## src/sv/qpd_pkg.sv

```systemverilog
// Shared types, constants and helpers for the query parameter extractor.
// Used by every module of the block; depends on nothing else.
package qpd_pkg;

  localparam int MAX_KEY_CHARS = 8;
  localparam int KEY_POS_W     = $clog2(MAX_KEY_CHARS + 1);
  localparam int KEY_SEL_W     = $clog2(MAX_KEY_CHARS);
  localparam int MAX_RESULTS   = 4;
  localparam int RES_IDX_W     = $clog2(MAX_RESULTS);
  localparam int RES_CNT_W     = $clog2(MAX_RESULTS + 1);

  localparam logic [7:0] CHAR_NUL     = 8'h00;
  localparam logic [7:0] CHAR_SPACE   = 8'h20;
  localparam logic [7:0] CHAR_PERCENT = 8'h25;
  localparam logic [7:0] CHAR_AMP     = 8'h26;
  localparam logic [7:0] CHAR_PLUS    = 8'h2B;
  localparam logic [7:0] CHAR_EQUALS  = 8'h3D;

  localparam logic [KEY_POS_W-1:0] KEY_LENGTH_RST     = KEY_POS_W'(1);
  localparam logic [7:0]           VALUE_CAPACITY_RST = 8'd32;

  typedef enum logic [3:0] {
    PH_MATCH = 4'b0001,
    PH_SKIP  = 4'b0010,
    PH_VALUE = 4'b0100,
    PH_DONE  = 4'b1000
  } phase_e;

  typedef enum logic [2:0] {
    ESC_NONE = 3'b001,
    ESC_PCT  = 3'b010,
    ESC_HEX  = 3'b100
  } esc_e;

  typedef enum logic [1:0] {
    CFG_KEY_TEXT       = 2'd0,
    CFG_KEY_LENGTH     = 2'd1,
    CFG_VALUE_CAPACITY = 2'd2
  } cfg_index_e;

  typedef struct packed {
    phase_e                phase;
    logic [KEY_POS_W-1:0]  key_position;
    logic [7:0]            raw_count;
    esc_e                  escape_stage;
    logic [7:0]            first_hex_char;
    logic                  match_seen;
  } scan_state_t;

  localparam scan_state_t SCAN_RESET = '{
    phase:          PH_MATCH,
    key_position:   '0,
    raw_count:      '0,
    escape_stage:   ESC_NONE,
    first_hex_char: '0,
    match_seen:     1'b0
  };

  typedef struct packed {
    logic [7:0] value_byte;
    logic       byte_valid;
    logic       found;
    logic       last;
  } result_t;

  typedef result_t [MAX_RESULTS-1:0] result_vec_t;

  // Effective configuration as seen by the scan logic.
  typedef struct packed {
    logic [63:0]          key_text;
    logic [KEY_POS_W-1:0] key_len;
    logic [7:0]           limit;
  } cfg_t;

  typedef struct packed {
    logic       valid;
    logic [3:0] value;
  } hex_t;

  // ASCII hex digit of either case.
  function automatic hex_t hex_decode(logic [7:0] c);
    hex_t h;
    h = '0;
    if (c >= 8'h30 && c <= 8'h39) begin
      h.valid = 1'b1;
      h.value = 4'(c - 8'h30);
    end else if (c >= 8'h61 && c <= 8'h66) begin
      h.valid = 1'b1;
      h.value = 4'(c - 8'h57);
    end else if (c >= 8'h41 && c <= 8'h46) begin
      h.valid = 1'b1;
      h.value = 4'(c - 8'h37);
    end
    return h;
  endfunction

endpackage

```

## src/sv/qpd_cfg_regs.sv

```systemverilog
// Configuration registers of the query parameter extractor.
// Depends on qpd_pkg; presents clamped key length and raw byte limit.
module qpd_cfg_regs (
  input  logic               clk_i,
  input  logic               rst_ni,
  input  logic               cfg_valid_i,
  input  logic [1:0]         cfg_index_i,
  input  logic [63:0]        cfg_data_i,
  output qpd_pkg::cfg_t      cfg_o
);
  import qpd_pkg::*;

  logic [63:0]          key_text_q, key_text_d;
  logic [3:0]           key_length_q, key_length_d;
  logic [7:0]           capacity_q, capacity_d;

  always_comb begin
    key_text_d   = key_text_q;
    key_length_d = key_length_q;
    capacity_d   = capacity_q;
    if (cfg_valid_i) begin
      unique case (cfg_index_e'(cfg_index_i))
        CFG_KEY_TEXT:       key_text_d   = cfg_data_i;
        CFG_KEY_LENGTH:     key_length_d = cfg_data_i[3:0];
        CFG_VALUE_CAPACITY: capacity_d   = cfg_data_i[7:0];
        default: ;
      endcase
    end
  end

  always_ff @(posedge clk_i or negedge rst_ni) begin
    if (!rst_ni) begin
      key_text_q   <= '0;
      key_length_q <= 4'(KEY_LENGTH_RST);
      capacity_q   <= VALUE_CAPACITY_RST;
    end else begin
      key_text_q   <= key_text_d;
      key_length_q <= key_length_d;
      capacity_q   <= capacity_d;
    end
  end

  // Clamp key length into 1..MAX_KEY_CHARS; limit is capacity minus one.
  always_comb begin
    cfg_o.key_text = key_text_q;
    if (key_length_q == 4'd0) begin
      cfg_o.key_len = KEY_POS_W'(1);
    end else if (32'(key_length_q) > MAX_KEY_CHARS) begin
      cfg_o.key_len = KEY_POS_W'(MAX_KEY_CHARS);
    end else begin
      cfg_o.key_len = KEY_POS_W'(key_length_q);
    end
    cfg_o.limit = (capacity_q == 8'd0) ? 8'd0 : capacity_q - 8'd1;
  end

endmodule

```

## src/sv/qpd_step.sv

```systemverilog
// Per-item scan and percent-decode logic of the query parameter extractor.
// Depends on qpd_pkg; purely combinational, up to four results per item.
module qpd_step (
  input  qpd_pkg::scan_state_t              cur_i,
  input  qpd_pkg::cfg_t                     cfg_i,
  input  logic [7:0]                        query_byte_i,
  input  logic                              has_byte_i,
  input  logic                              end_of_query_i,
  output qpd_pkg::scan_state_t              nxt_o,
  output qpd_pkg::result_vec_t              res_o,
  output logic [qpd_pkg::RES_CNT_W-1:0]     cnt_o
);
  import qpd_pkg::*;

  hex_t                 hc, hf;
  logic [7:0]           kc;
  logic [7:0]           dec;
  logic                 take, zero_end, flush_now;
  scan_state_t          nxt;
  result_vec_t          res;
  logic [RES_CNT_W-1:0] n;

  assign hc  = hex_decode(query_byte_i);
  assign hf  = hex_decode(cur_i.first_hex_char);
  assign kc  = cfg_i.key_text[{cur_i.key_position[KEY_SEL_W-1:0], 3'b000} +: 8];
  assign dec = {hf.value, hc.value};

  function automatic result_t char_result(logic [7:0] ch);
    return '{value_byte: ch, byte_valid: 1'b1, found: 1'b1, last: 1'b0};
  endfunction

  always_comb begin
    nxt       = cur_i;
    res       = '0;
    n         = '0;
    take      = 1'b1;
    zero_end  = 1'b0;
    flush_now = 1'b0;

    if (has_byte_i) begin
      if (query_byte_i == CHAR_NUL) begin
        flush_now = (cur_i.phase == PH_VALUE);
        nxt.phase = PH_DONE;
      end else if (cur_i.phase == PH_MATCH) begin
        if (query_byte_i == CHAR_AMP) begin
          nxt.key_position = '0;
        end else if (cur_i.key_position < cfg_i.key_len) begin
          if (query_byte_i == kc) nxt.key_position = cur_i.key_position + KEY_POS_W'(1);
          else                    nxt.phase = PH_SKIP;
        end else if (query_byte_i == CHAR_EQUALS) begin
          nxt.match_seen   = 1'b1;
          nxt.raw_count    = '0;
          nxt.escape_stage = ESC_NONE;
          nxt.phase        = (cfg_i.limit == 8'd0) ? PH_DONE : PH_VALUE;
        end else begin
          nxt.phase = PH_SKIP;
        end
      end else if (cur_i.phase == PH_SKIP) begin
        if (query_byte_i == CHAR_AMP) begin
          nxt.phase        = PH_MATCH;
          nxt.key_position = '0;
        end
      end else if (cur_i.phase == PH_VALUE) begin
        if (query_byte_i == CHAR_AMP) begin
          flush_now = 1'b1;
          nxt.phase = PH_DONE;
        end else begin
          nxt.raw_count = cur_i.raw_count + 8'd1;
          if (cur_i.escape_stage == ESC_PCT) begin
            if (hc.valid) begin
              nxt.first_hex_char = query_byte_i;
              nxt.escape_stage   = ESC_HEX;
              take               = 1'b0;
            end else begin
              res[n[RES_IDX_W-1:0]] = char_result(CHAR_PERCENT);
              n                     = n + RES_CNT_W'(1);
              nxt.escape_stage      = ESC_NONE;
            end
          end else if (cur_i.escape_stage == ESC_HEX) begin
            if (hf.valid && hc.valid) begin
              nxt.escape_stage = ESC_NONE;
              take             = 1'b0;
              if (dec == CHAR_NUL) begin
                zero_end = 1'b1;
              end else begin
                res[n[RES_IDX_W-1:0]] = char_result(dec);
                n                     = n + RES_CNT_W'(1);
              end
            end else begin
              res[n[RES_IDX_W-1:0]] = char_result(CHAR_PERCENT);
              n                     = n + RES_CNT_W'(1);
              res[n[RES_IDX_W-1:0]] = char_result(cur_i.first_hex_char);
              n                     = n + RES_CNT_W'(1);
              nxt.escape_stage      = ESC_NONE;
            end
          end
          if (take) begin
            if (query_byte_i == CHAR_PERCENT) begin
              nxt.escape_stage = ESC_PCT;
            end else if (query_byte_i == CHAR_PLUS) begin
              res[n[RES_IDX_W-1:0]] = char_result(CHAR_SPACE);
              n                     = n + RES_CNT_W'(1);
            end else begin
              res[n[RES_IDX_W-1:0]] = char_result(query_byte_i);
              n                     = n + RES_CNT_W'(1);
            end
          end
          if (zero_end) begin
            nxt.phase = PH_DONE;
          end else if (nxt.raw_count >= cfg_i.limit) begin
            flush_now = 1'b1;
            nxt.phase = PH_DONE;
          end
        end
      end
    end

    // At most one flush per item: a byte that ends the value leaves PH_VALUE.
    if (end_of_query_i && nxt.phase == PH_VALUE) flush_now = 1'b1;

    if (flush_now) begin
      if (nxt.escape_stage == ESC_PCT) begin
        res[n[RES_IDX_W-1:0]] = char_result(CHAR_PERCENT);
        n                     = n + RES_CNT_W'(1);
      end else if (nxt.escape_stage == ESC_HEX) begin
        res[n[RES_IDX_W-1:0]] = char_result(CHAR_PERCENT);
        n                     = n + RES_CNT_W'(1);
        res[n[RES_IDX_W-1:0]] = char_result(nxt.first_hex_char);
        n                     = n + RES_CNT_W'(1);
      end
      nxt.escape_stage = ESC_NONE;
    end

    if (end_of_query_i) begin
      res[n[RES_IDX_W-1:0]] = '{value_byte: CHAR_NUL, byte_valid: 1'b0,
                                found: nxt.match_seen, last: 1'b1};
      n                     = n + RES_CNT_W'(1);
      nxt                   = SCAN_RESET;
    end

    nxt_o = nxt;
    res_o = res;
    cnt_o = n;
  end

endmodule

```

## src/sv/qpd_out_buf.sv

```systemverilog
// Result buffer of the query parameter extractor: holds one item's results.
// Depends on qpd_pkg; drains one result per cycle while the output is ready.
module qpd_out_buf (
  input  logic                          clk_i,
  input  logic                          rst_ni,
  input  logic                          load_i,
  input  qpd_pkg::result_vec_t          res_i,
  input  logic [qpd_pkg::RES_CNT_W-1:0] cnt_i,
  input  logic                          out_ready_i,
  output logic                          out_valid_o,
  output qpd_pkg::result_t              out_o,
  output logic                          can_load_o
);
  import qpd_pkg::*;

  result_vec_t          entries_q;
  logic [RES_CNT_W-1:0] cnt_q, cnt_d;
  logic [RES_IDX_W-1:0] rd_q, rd_d;

  assign out_valid_o = (cnt_q != '0);
  assign out_o       = entries_q[rd_q];
  // Take a new item when empty or when the last result leaves this cycle.
  assign can_load_o  = (cnt_q == '0) || (cnt_q == RES_CNT_W'(1) && out_ready_i);

  always_comb begin
    cnt_d = cnt_q;
    rd_d  = rd_q;
    if (load_i) begin
      cnt_d = cnt_i;
      rd_d  = '0;
    end else if (out_valid_o && out_ready_i) begin
      cnt_d = cnt_q - RES_CNT_W'(1);
      rd_d  = rd_q + RES_IDX_W'(1);
    end
  end

  always_ff @(posedge clk_i or negedge rst_ni) begin
    if (!rst_ni) begin
      cnt_q <= '0;
      rd_q  <= '0;
    end else begin
      cnt_q <= cnt_d;
      rd_q  <= rd_d;
    end
  end

  always_ff @(posedge clk_i) begin
    if (load_i) entries_q <= res_i;
  end

endmodule

```

## src/sv/query_param_extract_decode.sv

```systemverilog
// Top level of the query parameter extractor with percent decoding.
// Depends on qpd_pkg, qpd_cfg_regs, qpd_step and qpd_out_buf.

// Feed a URL query string one byte per input item; the block finds the first
// '&'-separated segment that starts with the configured key and '=', and
// streams the percent-decoded value (%HH to a byte, '+' to a space) as result
// items, closed by one result with last set that reports whether the key was
// found. Each item is scanned in the cycle it is accepted and its results
// (at most four) land in a four-entry result buffer that drains one result
// per cycle while the output is ready. An item that yields zero or one result
// can follow in the next cycle with the output ready; an item that yields more
// keeps the input waiting until its last result leaves the single-port buffer.
// Configuration writes are taken in any cycle but belong in idle periods;
// register index 3 is ignored.
module query_param_extract_decode (
  input  logic        clk_i,
  input  logic        rst_ni,
  // query byte items
  input  logic        in_valid_i,
  output logic        in_ready_o,
  input  logic [7:0]  query_byte_i,
  input  logic        has_byte_i,
  input  logic        end_of_query_i,
  // decoded value results
  output logic        out_valid_o,
  input  logic        out_ready_i,
  output logic [7:0]  value_byte_o,
  output logic        byte_valid_o,
  output logic        found_o,
  output logic        last_o,
  // configuration writes
  input  logic        cfg_valid_i,
  output logic        cfg_ready_o,
  input  logic [1:0]  cfg_index_i,
  input  logic [63:0] cfg_data_i
);
  import qpd_pkg::*;

  cfg_t                 cfg;
  scan_state_t          state_q, state_d;
  result_vec_t          step_res;
  logic [RES_CNT_W-1:0] step_cnt;
  result_t              out_res;
  logic                 in_acc;

  // Registers never stall a write.
  assign cfg_ready_o = 1'b1;

  qpd_cfg_regs u_cfg (
    .clk_i       (clk_i),
    .rst_ni      (rst_ni),
    .cfg_valid_i (cfg_valid_i),
    .cfg_index_i (cfg_index_i),
    .cfg_data_i  (cfg_data_i),
    .cfg_o       (cfg)
  );

  // Scan the accepted byte against the current state in one pass.
  qpd_step u_step (
    .cur_i          (state_q),
    .cfg_i          (cfg),
    .query_byte_i   (query_byte_i),
    .has_byte_i     (has_byte_i),
    .end_of_query_i (end_of_query_i),
    .nxt_o          (state_d),
    .res_o          (step_res),
    .cnt_o          (step_cnt)
  );

  assign in_acc = in_valid_i && in_ready_o;

  // Advance the scan state only on an accepted item.
  always_ff @(posedge clk_i or negedge rst_ni) begin
    if (!rst_ni) begin
      state_q <= SCAN_RESET;
    end else if (in_acc) begin
      state_q <= state_d;
    end
  end

  // Hold the item's results and hand them out one per cycle while the output is ready.
  qpd_out_buf u_out (
    .clk_i       (clk_i),
    .rst_ni      (rst_ni),
    .load_i      (in_acc),
    .res_i       (step_res),
    .cnt_i       (step_cnt),
    .out_ready_i (out_ready_i),
    .out_valid_o (out_valid_o),
    .out_o       (out_res),
    .can_load_o  (in_ready_o)
  );

  assign value_byte_o = out_res.value_byte;
  assign byte_valid_o = out_res.byte_valid;
  assign found_o      = out_res.found;
  assign last_o       = out_res.last;

  // A closing result carries no character.
  a_last_no_byte: assert property (@(posedge clk_i) disable iff (!rst_ni)
    out_valid_o && last_o |-> !byte_valid_o && value_byte_o == CHAR_NUL)
    else $error("closing result carries a character");

  // A value character only appears once the key has matched.
  a_byte_found: assert property (@(posedge clk_i) disable iff (!rst_ni)
    out_valid_o && byte_valid_o |-> found_o && !last_o)
    else $error("value character without a key match");

  // End of query always yields a result and restarts the scan.
  a_eoq_result: assert property (@(posedge clk_i) disable iff (!rst_ni)
    in_acc && end_of_query_i |-> step_cnt != '0)
    else $error("end of query produced no closing result");

  a_eoq_restart: assert property (@(posedge clk_i) disable iff (!rst_ni)
    in_acc && end_of_query_i |=> state_q.phase == PH_MATCH && !state_q.match_seen)
    else $error("scan state not cleared after end of query");

  // One item never yields more results than the buffer holds.
  a_cnt_bound: assert property (@(posedge clk_i) disable iff (!rst_ni)
    in_acc |-> 32'(step_cnt) <= MAX_RESULTS)
    else $error("too many results for one item");

endmodule

```

## config.mk

```make
export PLATFORM = sky130hd
export DESIGN_NAME = query_param_extract_decode
export DESIGN_NICKNAME = d
export VERILOG_FILES = /design/src/sv/qpd_pkg.sv /design/src/sv/qpd_cfg_regs.sv /design/src/sv/qpd_step.sv /design/src/sv/qpd_out_buf.sv /design/src/sv/query_param_extract_decode.sv
export SDC_FILE = /design/constraint.sdc
export NUM_CORES = 1
export LEC_CHECK = 0
export ABC_AREA = 0
export BUFFER_PORTS_ARGS = -buffer_cell sky130_fd_sc_hd__buf_4
export CAP_MARGIN = 20
export CORE_ASPECT_RATIO = 1.25
export CORE_UTILIZATION = 53
export DETAILED_ROUTE_END_ITERATION = 16
export GPL_TIMING_DRIVEN = 0
export PLACE_DENSITY = 0.76
export SLEW_MARGIN = 20
export SYNTH_ARGS = -nofsm -noshare
export SYNTH_HDL_FRONTEND = slang
export SYNTH_SLANG_ARGS = --single-unit
```

## constraint.sdc

```tcl
create_clock -name clk_i -period 4.5 [get_ports clk_i]
set_input_delay 0.45 -clock clk_i [delete_from_list [all_inputs] [get_ports clk_i]]
set_output_delay 0.45 -clock clk_i [all_outputs]
set_load 0.02 [all_outputs]
```

* Word-level counts from Yosys, hierarchy flattened *
Cells that the tools add are included.

storage, ports and cells
  register bits after elaboration = 153
  input port bits = 81
  output and inout bits = 14

operators by class
  add/subtract/negate cells = 15
  order comparisons = 24
  equal/unequal tests = 21
  shift operators = 1
  muxes and demuxes = 149
  bitwise gates (word level) = 6
  reduce and logical (&&, ||, !) cells = 36

operators with widths
  kind                  number
  $mux W44              13
  $mux W11              25
  $bwmux W44            3
  $demux W11 S2         4
  $mux W3               28
  $mux W19              4
  $mux W4               17
  $shiftx A64 B7 Y8     1
  $mux W28              2
  $mux W8               5
  $mux W1               35
  $and A16 B32 Y32      1
  $eq A8 B6 Y1 const B  4
  $ge A8 B7 Y1 const B  4
  $le A8 B7 Y1 const B  4
  $logic_not A8 Y1      4
  $not A32 Y32          1
  $mux W5               6
  $and A24 B24 Y24      1
  $mux W24              1
  $not A24 Y24          1
  $bmux W11 S2          1
  $mux W22              1
  $or A20 B20 Y20       1
  40 further kinds      85

* Longest topological paths before layout *
  word-level depth = 38
  mapped depth = 21
  depth with buffers taken out = 21

* By module *
A second synthesis with hierarchy kept.

second synthesis, totals
  cell total of the unflattened synthesis = 929
  area total of the unflattened synthesis = 10027.1 um^2

by module, submodules not included
  module                      instances  cells an instance  area each (um^2)
  qpd_step                    1          576                3963.8
  qpd_cfg_regs                1          195                3025.4
  qpd_out_buf                 1          95                 1939.4
  query_param_extract_decode  1          63                 1098.6

* Worst setup path before layout *
Ideal clock, no wire load.

  path type = register -> register
  start point = reg state_q[1] (netlist name)
  end point = reg u_out.entries_q[21] (netlist name) (data pin)
  data arrival time = 4.299 ns
  data required time = 4.347 ns
  path slack = 0.048 ns
  stages on the path, launching flop included = 22
  buffers on the path = 1
  clock period less this slack = 4.452 ns
  cells stage by stage = dfrtp_1 > clkbuf_1 > inv_1 > ha_1 > nor3b_1 > nor4_1 > a21oi_1 > o31ai_1 > nand2_1 > nand2_1 > ha_1 > mux2i_1 > nand2b_1 > ha_1 > nor3_1 > nor2_1 > o22a_1 > ha_1 > nand2_1 > clkinv_1 > or3_1 > o21ai_0

RTL lines
  element                 RTL line                          RTL
  from (decl)             query_param_extract_decode.sv:40  scan_state_t state_q, state_d;
  from (signal assigned)  query_param_extract_decode.sv:77  state_q <= state_d;
  to (signal assigned)    qpd_out_buf.sv:48                 if (load_i) entries_q <= res_i;
  to (decl)               qpd_out_buf.sv:16                 result_vec_t entries_q;

==> impl_metrics.json <==
{
  "status": "completed",
  "reg2reg_setup_slack_ps": 100,
  "netlist_area_um2": 9240,
  "ant_nets": 0,
  "vdd.ir_drop.worst_mv": 0.304,
  "syn-num-nets": 955,
  "dpl.hpwl_mm": 17.5,
  "fp.dieW_um": 120,
  "regToRegStartpoint": "state_q[2]$_DFFE_PN0P_",
  "synth_top_cell_by_area": "dfrtp_1",
  "grt_usage": 0.276,
  "rr_endpoint": "u_out.entries_q[21]$_DFFE_PP_",
  "setup_tns_ps": 0,
  "die_area_um2": 18000,
  "internal-power_uw": 3060,
  "worstPathMaxFanout": 10,
  "dieHeight_um": 150,
  "slowest_stage": "dfrtp_1",
  "hold_ws_ps": 102,
  "netlist_instances": 836,
  "port_buffers": 89,
  "place_congestion": 0.945,
  "clk_pin_slew_ps": 70,
  "fin_worst_skew_ps": 9.85,
  "timing_hold_violations_final": 0,
  "crit_required_ps": 4750,
  "insertion_delay_ps": 440,
  "cp-start-kind": "flip-flop",
  "grt_max_degree": 110,
  "synth_edf_count": 44,
  "timing.fmax_ghz": 0.227,
  "ioPinCount": 95,
  "synth_top_flop_cell": "dfrtp_1",
  "cp_slowest_stage_delay_ps": 390,
  "core-area_um2": 16900,
  "ctsRootBufferMaster": "clkbuf_16",
  "vias": 7290,
  "end_kind": "flip-flop",
  "start_util": 0.547,
  "yosysWarnings": 0,
  "syn_to_final_growth_pct": 20.3,
  "grt_pass1_wl_mm": 37.7,
  "cp_top_family": "compound AO/OA/AOI/OAI gates",
  "layoutNonFillerInstCount": 1191,
  "cts_buffers": 17,
  "cp.arrival_ps": 4650,
  "yosysMostFrequentCell": "dfrtp_1",
  "drt-initial-drc-count": 457,
  "max_slew_margin": 0.382,
  "setup_viol": 0,
  "cts_tree": "yes",
  "drc_errors": 0,
  "avgSynthCellArea_um2": 11.1,
  "worst_pin_slew_ps": 917,
  "synth_cell_type_count": 82,
  "antenna_found_initial": 0,
  "ys_seq_elements": 153,
  "nets": 1077,
  "max_cap_viol_count": 0,
  "synth.area.top_cells": "dfrtp_1, edfxtp_1, mux2_2",
  "period_minus_slack_ps": 4400,
  "row_count": 53,
  "synth_common_cells": "dfrtp_1, mux2_2, nand2_1",
  "setup.worst_path.class": "reg -> reg",
  "p_sw_frac": 0.326,
  "r2r_cells": 21,
  "clock_power_share": 0.316,
  "power_switching_uw": 1480,
  "drtPass1Iterations": 5,
  "power_density_nw_per_um2": 408,
  "wire_per_inst_um": 20.0,
  "grt_overflow": 0,
  "cts_sinks": 153,
  "post_route_cells_drive_above_1_share": 0.318,
  "drt_wl_total_mm": 23.9,
  "p_seq_frac": 0.404,
  "synth_async_sr_flop_share": 0.712,
  "synth_seq_area_share": 0.439,
  "cpMostUsedCell": "ha_1",
  "n_antenna_cell": 0,
  "leakage_uw": 0.00454,
  "min_period_over_period": 0.977,
  "htreeDepth": 4,
  "path_buf_inv": 3,
  "grt_pass1_vias": 7452,
  "slew_violations": 0,
  "postCtsHoldBufs": 0,
  "synth_top_area_frac": 0.284,
  "hp-class": "in -> async",
  "dp.cells": 1145,
  "worstPathCellList": "buf_4 > inv_1 > ha_1 > o21bai_1 > a21oi_4 > a21oi_2 > o31ai_2 > nand2_1 > nand2_1 > ha_1 > mux2i_1 > nand2b_4 > ha_1 > nor3_2 > nor2_1 > o22a_1 > ha_2 > nand2_4 > clkinv_4 > or3_1 > o21ai_0",
  "clk_path_buf_depth": 2,
  "p_comb_frac": 0.280,
  "viasPerCell": 6.12
}
## power groups by stage
stage | sequential (uW) | combinational [uW] | clock, uW
after floorplan | 1800 | 886 | 0
final | 1830 | 1270 | 1430
after global placement | 1840 | 1220 | 0
after CTS | 1830 | 1260 | 1450
after detailed placement | 1850 | 1260 | 0
after global routing | 1860 | 1370 | 1510
## cell usage in the layout (no fill, tap or decap), drive strengths merged, types with 20 or more instances in the layout
master,n
mux2,77
mux2i,22
a21oi,35
ha,38
clkbuf,45
o21ai,38
nand2,68
buf,114
inv,38
nor3,20
edfxtp,44
dfrtp,105
mux4,27
nor2,56
## flip-flops by register name, summed over array words and instances (netlist names)
name	count
u_cfg.key_length_q	4
u_cfg.key_text_q	64
u_out.rd_q	2
u_out.entries_q	44
u_out.cnt_q	3
state_q	28
u_cfg.capacity_q	8
## cells by family after synthesis
kind of cell | count (synthesis) | share of synthesized area
xor gates and xnor gates | 27 | 0.0271
other | 1 | 0.000406
DFF | 153 | 0.439
adders and majority gates | 38 | 0.0514
AOI/OAI and AO/OA | 170 | 0.127
and+or+nand+nor | 252 | 0.143
buffers and inverters | 69 | 0.0294
muxes | 126 | 0.183
## through the flow
stage / instance area [um2] / worst slack [ps] / util / total power (uW)
detailed placement: 10200 / -1040 / 0.603 / 3110
global placement: 10200 / -892 / 0.602 / 3050
CTS: 10900 / -1.18 / 0.645 / 4550
global route: 11100 / -184 / 0.657 / 4740
floorplan: 9240 / 47.6 / - / 2680
finish: 11100 / 103 / 0.657 / 4530
## timing repair
| action | CTS | global route |
|---|---|---|
| endpoints found under the setup margin | 46 | 44 |
| resized for setup | 25 | 31 |
| buffers inserted | 3 | 11 |
| pin swaps | 4 | 7 |
## routing by layer
metal	up-vias	share of wire	track usage
li1	3385	-	-
met1	3544	0.37	0.298
met2	294	0.53	0.496
met3	67	0.062	0.0644
met4	0	0.045	0.148
met5	-	0	0
## final cells by class
| cell class | instances | area [um2] |
|---|---|---|
| buffer | 39 | 188 |
| clock buffer | 17 | 425 |
| clock inverter | 15 | 173 |
| fill | 1307 | 5790 |
| inverter | 30 | 123 |
| multi-input combinational | 614 | 5100 |
| sequential | 153 | 4060 |
| tap | 220 | 275 |
| timing repair buffer | 103 | 779 |
## worst max path at each step
stage / from / to / slack [ps] / cells past startpoint
final: state_q[2]$_DFFE_PN0P_ / u_out.entries_q[21]$_DFFE_PP_ / 100 / 21
after global routing: state_q[2]$_DFFE_PN0P_ / u_out.entries_q[21]$_DFFE_PP_ / -180 / 21
after CTS: state_q[1]$_DFFE_PN0P_ / u_out.entries_q[21]$_DFFE_PP_ / -1 / 21
after detailed placement: state_q[1]$_DFFE_PN0P_ / u_out.entries_q[21]$_DFFE_PP_ / -1040 / 21
after global placement: state_q[1]$_DFFE_PN0P_ / u_out.entries_q[21]$_DFFE_PP_ / -890 / 21
after floorplan: state_q[1]$_DFFE_PN0P_ / u_out.entries_q[21]$_DFFE_PP_ / 50 / 21
(Power assumes the default switching activity.)
